[config.mk]
export PLATFORM = sky130hd
export DESIGN_NAME = gmts_ctrl
export DESIGN_NICKNAME = d
export VERILOG_FILES = /design/src/hw/rtl/gmts_pkg.sv /design/src/hw/rtl/gmts_ctrl.sv
export SDC_FILE = /design/constraint.sdc
export NUM_CORES = 1
export LEC_CHECK = 0
export CORE_AREA = 5 5 42 44
export CTS_BUF_LIST = sky130_fd_sc_hd__clkbuf_16
export DETAILED_ROUTE_END_ITERATION = 6
export DIE_AREA = 0 0 47 49
export DONT_BUFFER_PORTS = 1
export PLACE_DENSITY = 0.43
export SYNTH_ARGS = -nofsm -noshare
export SYNTH_HDL_FRONTEND = slang
export SYNTH_SLANG_ARGS = --single-unit
[constraint.sdc]
create_clock -name clk -period 1.5 [get_ports clk]
set_clock_uncertainty 0.2 [all_clocks]
set_input_delay 0.3 -clock clk [delete_from_list [all_inputs] [get_ports clk]]
set_output_delay 0.3 -clock clk [all_outputs]
set_load 0.005 [all_outputs]
[src/hw/rtl/gmts_pkg.sv]
package gmts_pkg;

  localparam int unsigned MAX_CLASSES_DEF = 65536;

  localparam logic [31:0] LN2_Q32      = 32'd2977044472;
  // Magnitude of log2(ln 2) in Q.32; the value itself is negative.
  localparam logic [31:0] LOG2_LN2_MAG = 32'd2271034279;
  localparam logic [24:0] ONE_Q24      = 25'd16777216;
  localparam logic [15:0] INV_T_RESET  = 16'd256;
  localparam logic signed [31:0] SCORE_MIN = 32'sh8000_0000;
  localparam logic signed [31:0] SCORE_MAX = 32'sh7FFF_FFFF;
  // The divide by three runs as two reciprocal multiplies, one per cycle.
  localparam logic [5:0]  DIV_STEPS    = 6'd2;
  // ceil(2^18 / 3) serves any 17-bit dividend; ceil(2^21 / 3) any dividend below 2^20.
  localparam logic [16:0] RECIP3_Q18   = 17'd87382;
  localparam logic [19:0] RECIP3_Q21   = 20'd699051;

  typedef enum logic [3:0] {
    OP_NONE,
    OP_LOAD,
    OP_LOGP,
    OP_MULA,
    OP_WW,
    OP_WWW,
    OP_DIV,
    OP_LOGT,
    OP_LOGU,
    OP_LOGV,
    OP_S,
    OP_Q,
    OP_CMP
  } dp_op_t;

  typedef struct packed {
    logic log_busy;
    logic div_last;
    logic p_zero;
    logic small_w;
    logic last;
    logic out_busy;
  } dp_status_t;

endpackage

[src/hw/rtl/gmts_ctrl.sv]
module gmts_ctrl
  import gmts_pkg::*;
(
  input  logic       clk,
  input  logic       rst,
  input  logic       in_valid,
  output logic       in_ready,
  input  dp_status_t status,
  output dp_op_t     op
);

  typedef enum logic [3:0] {
    S_IDLE, S_CHK, S_LOGP_W, S_MULA, S_WW, S_WWW, S_DIV, S_LOGT, S_LOGT_W,
    S_LOGU, S_LOGU_W, S_LOGV, S_LOGV_W, S_S, S_Q, S_CMP
  } state_t;

  state_t state;

  assign in_ready = (state == S_IDLE);

  always_comb begin
    case (state)
      S_IDLE:  op = in_valid ? OP_LOAD : OP_NONE;
      S_CHK:   op = status.p_zero ? OP_NONE : OP_LOGP;
      S_MULA:  op = OP_MULA;
      S_WW:    op = OP_WW;
      S_WWW:   op = OP_WWW;
      S_DIV:   op = OP_DIV;
      S_LOGT:  op = OP_LOGT;
      S_LOGU:  op = OP_LOGU;
      S_LOGV:  op = OP_LOGV;
      S_S:     op = OP_S;
      S_Q:     op = OP_Q;
      S_CMP:   op = (status.last && status.out_busy) ? OP_NONE : OP_CMP;
      default: op = OP_NONE;
    endcase
  end

  always_ff @(posedge clk) begin
    if (rst) begin
      state <= S_IDLE;
    end else begin
      case (state)
        S_IDLE:   if (in_valid) state <= S_CHK;
        S_CHK:    state <= status.p_zero ? S_CMP : S_LOGP_W;
        S_LOGP_W: if (!status.log_busy) state <= S_MULA;
        S_MULA:   state <= status.small_w ? S_WW : S_LOGU;
        S_WW:     state <= S_WWW;
        S_WWW:    state <= S_DIV;
        S_DIV:    if (status.div_last) state <= S_LOGT;
        S_LOGT:   state <= S_LOGT_W;
        S_LOGT_W: if (!status.log_busy) state <= S_S;
        S_LOGU:   state <= S_LOGU_W;
        S_LOGU_W: if (!status.log_busy) state <= S_LOGV;
        S_LOGV:   state <= S_LOGV_W;
        S_LOGV_W: if (!status.log_busy) state <= S_S;
        S_S:      state <= S_Q;
        S_Q:      state <= S_CMP;
        S_CMP:    if (!(status.last && status.out_busy)) state <= S_IDLE;
        default:  state <= S_IDLE;
      endcase
    end
  end

  a_idle_log_quiet: assert property (@(posedge clk) disable iff (rst)
    (state == S_IDLE) |-> !status.log_busy)
    else $error("log unit busy while idle");

  a_accept_then_check: assert property (@(posedge clk) disable iff (rst)
    (in_valid && in_ready) |=> (state == S_CHK))
    else $error("accepted word not processed");

  a_hold_for_sink: assert property (@(posedge clk) disable iff (rst)
    (state == S_CMP && status.last && status.out_busy) |=> (state == S_CMP))
    else $error("last word compared while the previous result is held");

endmodule

* After elaboration in Yosys (flattened, before gate mapping) *
Cells that the tools add are included.

operators by class
  equal/unequal tests = 21
  mux-type cells = 13
  reductions and logical operators = 4

operators with widths
  cell                                            number
  one-hot mux 4 bit (15 select lines)             1
  one-hot mux 4 bit (12 select lines)             1
  two-way mux 4 bit                               9
  == test 4 bit (second input constant)           8
  == test 4 x 3 -> 1 bit (second input constant)  4
  inequality test 2 bit (second input constant)   6
  == test 4 x 2 -> 1 bit (second input constant)  2
  AND reduction 6 bit                             1
  == test 4 x 1 -> 1 bit (second input constant)  1
  logical NOT 4 bit                               1
  two-way mux 2 bit                               1
  OR reduction 2 bit                              1
  logical AND 1 bit                               1
  two-way mux 1 bit                               1

storage, ports and cells
  register bits = 4
  output and inout port bits = 5
  word-level logic and storage cells = 39

* Longest topological paths before layout *
  depth in word-level cells = 4
  mapped depth = 5
  depth with buffers taken out = 4

* Least setup slack after synthesis *
OpenSTA, ideal clock, no wires.

  path kind = register -> register
  from = reg state[3]
  to = reg state[3]
  setup time = 0.088 ns
  arrival = 1.342 ns
  required time = 1.212 ns
  path slack = -0.131 ns
  stages on the path, launching flop included = 5
  cell sequence = dfxtp_1 > buf_6 > or3b_1 > a311o_1 > a311oi_2

on the way
  longest elaborated chain between the ends = 4
  elaborated cells between the ends (all ways) = 25

ends and longest elaborated chain
  element                                 RTL line         text
  start: declaration                      gmts_ctrl.sv:17  state_t state;
  start signal: assignment                gmts_ctrl.sv:45  S_CHK: state <= status.p_zero ? S_CMP : S_LOGP_W;
  start signal: assignment                gmts_ctrl.sv:47  S_MULA: state <= status.small_w ? S_WW : S_LOGU;
  == test 4 bit                           gmts_ctrl.sv:43  case (state)
  OR reduction 2 bit (no source line)     n/a
  inequality test 2 bit (no source line)  n/a
  AND reduction 6 bit (no source line)    n/a

Parallel ways exist; a longest one is shown, timed or not.
A chain may end at the register's enable or synchronous reset.

* Worst setup path after layout *
  from = reg state[1]
  to = out op[2]

on the way
  longest elaborated chain between the ends = 2
  elaborated cells between the ends (all ways) = 13

ends and longest elaborated chain
  element                                      RTL line         text
  == test 4 bit, or another cell as far along  gmts_ctrl.sv:22  case (state)
  one-hot mux 4 bit (12 select lines) (*)      gmts_ctrl.sv:22
  end: declaration                             gmts_ctrl.sv:9   output dp_op_t op

Every way passes the cells marked *; elsewhere a longest branch is shown, timed or not.

==> results by group <==
Outcome
  – Outcome: finished with violations
  – Failing checks: negative setup slack

Worst setup path
  – WP depth: 3
  – Worst R2R Setup Slack: -0.05 ns
  – CP Class: reg2out
  – Number of cells on the worst reg-to-reg path: 4
  – CP Max Fanout: 5
  – Worst stage delay on the critical path: approximately 0.37 ns
  – Arrival time worst endpoint: 1.14 ns
  – Critical path capture point type: output pin
  – CP delay by family, top: flip-flops
  – Critical Path Start Type: flip-flop
  – Reg2reg start: state[2]
  – Worst path bufs/invs: 1
  – Capturing point of the worst reg2reg path: state[0]
  – CP startpoint: state[1]
  – Worst setup endpoint: op[2]
  – Worst path cell trace: inv_2, or3_4, a21oi_2
  – Crit-path slowest cell: dfxtp_4
  – WP data required: 1.00 ns

Die
  – DIE AREA: between 0.002 and 0.0025 sq mm
  – Horiz. Die Dim: 47 microns
  – IO Count: 14
  – Chip height: 49 microns
  – Initial Util: about 29%
  – Num rows: 14
  – Core ar.: about 0.0014 sq mm

Global route
  – Vias in the first global route: approximately 500
  – Largest net degree at the start of global routing: 18
  – First-pass GRT wire length: between 2 and 2.5 mm
  – GR Util All Layers: 13.0%
  – Overflow after GRT: 0
  – Initial antenna violation count: 0

Timing
  – Fin. max-slew vios: 0
  – RSZ-0062 raised after global routing: true
  – Final hold vios: 0
  – Final setup viols: 8
  – Slew @ Worst Pin: 0.268 ns
  – Max Clk Rate: slightly above 600 MHz
  – Min cycle time layout: about 1.6 ns
  – Period utilisation layout: 109%
  – Worst rel slew slack: between 80% and 90%
  – Final worst slack: -0.137 ns
  – Hold slack: between 0.02 and 0.03 ns

Synthesis
  – Synth Area per Inst: 6.92 sq um
  – Number of synthesized flops with an enable pin: 0
  – Synth Flop Type: dfxtp_1
  – Mapped Cells: 58
  – Yosys cell types: 29
  – Warnings, synthesis: 0
  – Net Count, Synth: 67
  – #FFs+latches synth: 4
  – Async set or reset register ratio after synthesis: 0%
  – Post-synthesis sequential area ratio: between 15 and 20%
  – Post-Syn Area: 402 sq um

Clocking
  – Clock Latency Late Sink: between 0.2 and 0.25 ns
  – CTS tree: built
  – # clock sinks: 4
  – CTS root buffer: clkbuf_16
  – Clock buffer depth: 2
  – Clock Pin Slew Worst Setup and Hold Paths: around 0.030 ns
  – H-tree depth: 1
  – Cts bufs inserted: 3

Placement
  – Placed inst area: 520 sq um
  – Placement Setup Slack: -0.131 ns
  – RD Place Congestion: approximately 0.79
  – DPL Wire Length: 926 microns
  – Port buffer count: 0

Route
  – Routed vias: 558
  – # DRC: 0
  – Drt pass-1 iters: 4
  – Detailed Route WL: around 1.4 mm
  – Initial DRC count: 8
  – DR vias/cell: roughly 5.8
  – DRT antenna net count: 0
  – Avg WL per Cell: roughly 15 microns

Layout
  – Final instance area: about 750 sq um
  – Number of fill cells in the layout: between 100 and 150
  – Most flops, register: state
  – Nets@finish: 91
  – Area Growth Syn to Fin: 87.2%
  – Share of post-route cells with drive strength above 1: a little under three fifths
  – Max reg flops: 4
  – Util after Layout: a little over half
  – Antenna diodes: 0
  – Top Registers: state: 4 flops

Power
  – Pwr Total: between 1.5 and 2 mW
  – Pwr Density: around 2200 mW/mm^2
  – Sw Ratio: a little over a third
  – Sw power: 0.599 mW
  – Cell-internal power: between 1 and 1.5 mW
  – Leak pwr: about 0.3 nW
  – Clock share of power: 25.2%
  – Peak supply drop: about 970 uV
  – Register share of total power: between 10% and 20%
  – Power share of the combinational group: 62.7%

Hold path
  – Hold WC Path Type: in2reg
  – Hold_sp: rst

Run
  – Max-cap viol count: 0
repair_timing:
item                                   in CTS  in global routing
setup endpoints to repair                   9                  8
setup buffers                               8                  3
gates resized for setup                    21                  7
hold buffers                                1                  0
pin swaps                                  10                 10
endpoints found under the hold margin       3                  0
worst min-delay path by stage:
stage               end  cells past startpoint  slack (ns)
4_1_cts        state[1]                      2        0.03
2_1_floorplan  state[3]                      1        0.17
6_report       state[1]                      2        0.03
5_1_grt        state[1]                      2        0.03
3_5_place_dp   state[2]                      1        0.18
3_3_place_gp   state[2]                      1        0.17
layout make-up:
type                            count  area (sq um)  area share (%)
Multi-Input combinational cell     45           344            45.8
Timing Repair Buffer               24           206            27.5
Tap cell                           16          20.0            2.66
Clock buffer                        3          75.1            9.98
Inverter                            4          20.0            2.66
Sequential cell                     4          86.3            11.5
routing by layer:
metal  up-vias  share of wire, %  track usage, %
li1        263                 -               -
met1       256                37            16.0
met2        32                48            17.6
met3         7                11            4.80
met4         0               4.4            9.68
met5         -                 0               0
Yosys cell counts (2+ instances only):
library cell / count / area, sq um
a21oi_1: 5 / 25.0
a31oi_1: 3 / 18.8
buf_2: 4 / 20.0
dfxtp_1: 4 / 80.1
inv_1: 3 / 11.3
nand2b_1: 2 / 12.5
nor2_1: 11 / 41.3
nor3_1: 2 / 10.0
o21ai_0: 4 / 20.0
per-stage QoR:
step           TNS (ns)  instances
2_1_floorplan    -0.352         58
3_3_place_gp     -0.303         84
3_5_place_dp     -0.370         84
4_1_cts          -0.783         95
5_1_grt           -1.12         96
6_report         -0.661         96
power by group through the flow:
stage / Sequential, mW / Combinational, mW / Clock (mW)
after global routing: 0.210 / 1.13 / 0.434
after global placement: 0.206 / 0.704 / 0
final: 0.203 / 1.04 / 0.419
after CTS: 0.202 / 0.986 / 0.424
after floorplan: 0.168 / 0.473 / 0
after detailed placement: 0.204 / 0.699 / 0
placed cells by master, fill, tap and decap left out, types with 2 or more instances in the layout:
cell,netlist,final
nand2b_1,2,2
nor2_1,11,8
dfxtp_2,0,2
buf_4,0,19
inv_2,1,2
a31oi_1,3,2
nor2_4,0,2
clkbuf_16,0,3
o21ai_1,0,3
buf_6,1,3
a21oi_1,5,4
kinds of logic (layout without fill, tap and decap cells):
family	after synthesis	in the layout	share of synthesized area [%]
compound gates	23	23	39.9
simple gates	22	22	28.7
buf+inv	9	31	11.5
flops	4	4	19.9
Note: power is estimated with default switching activity, not from simulation.
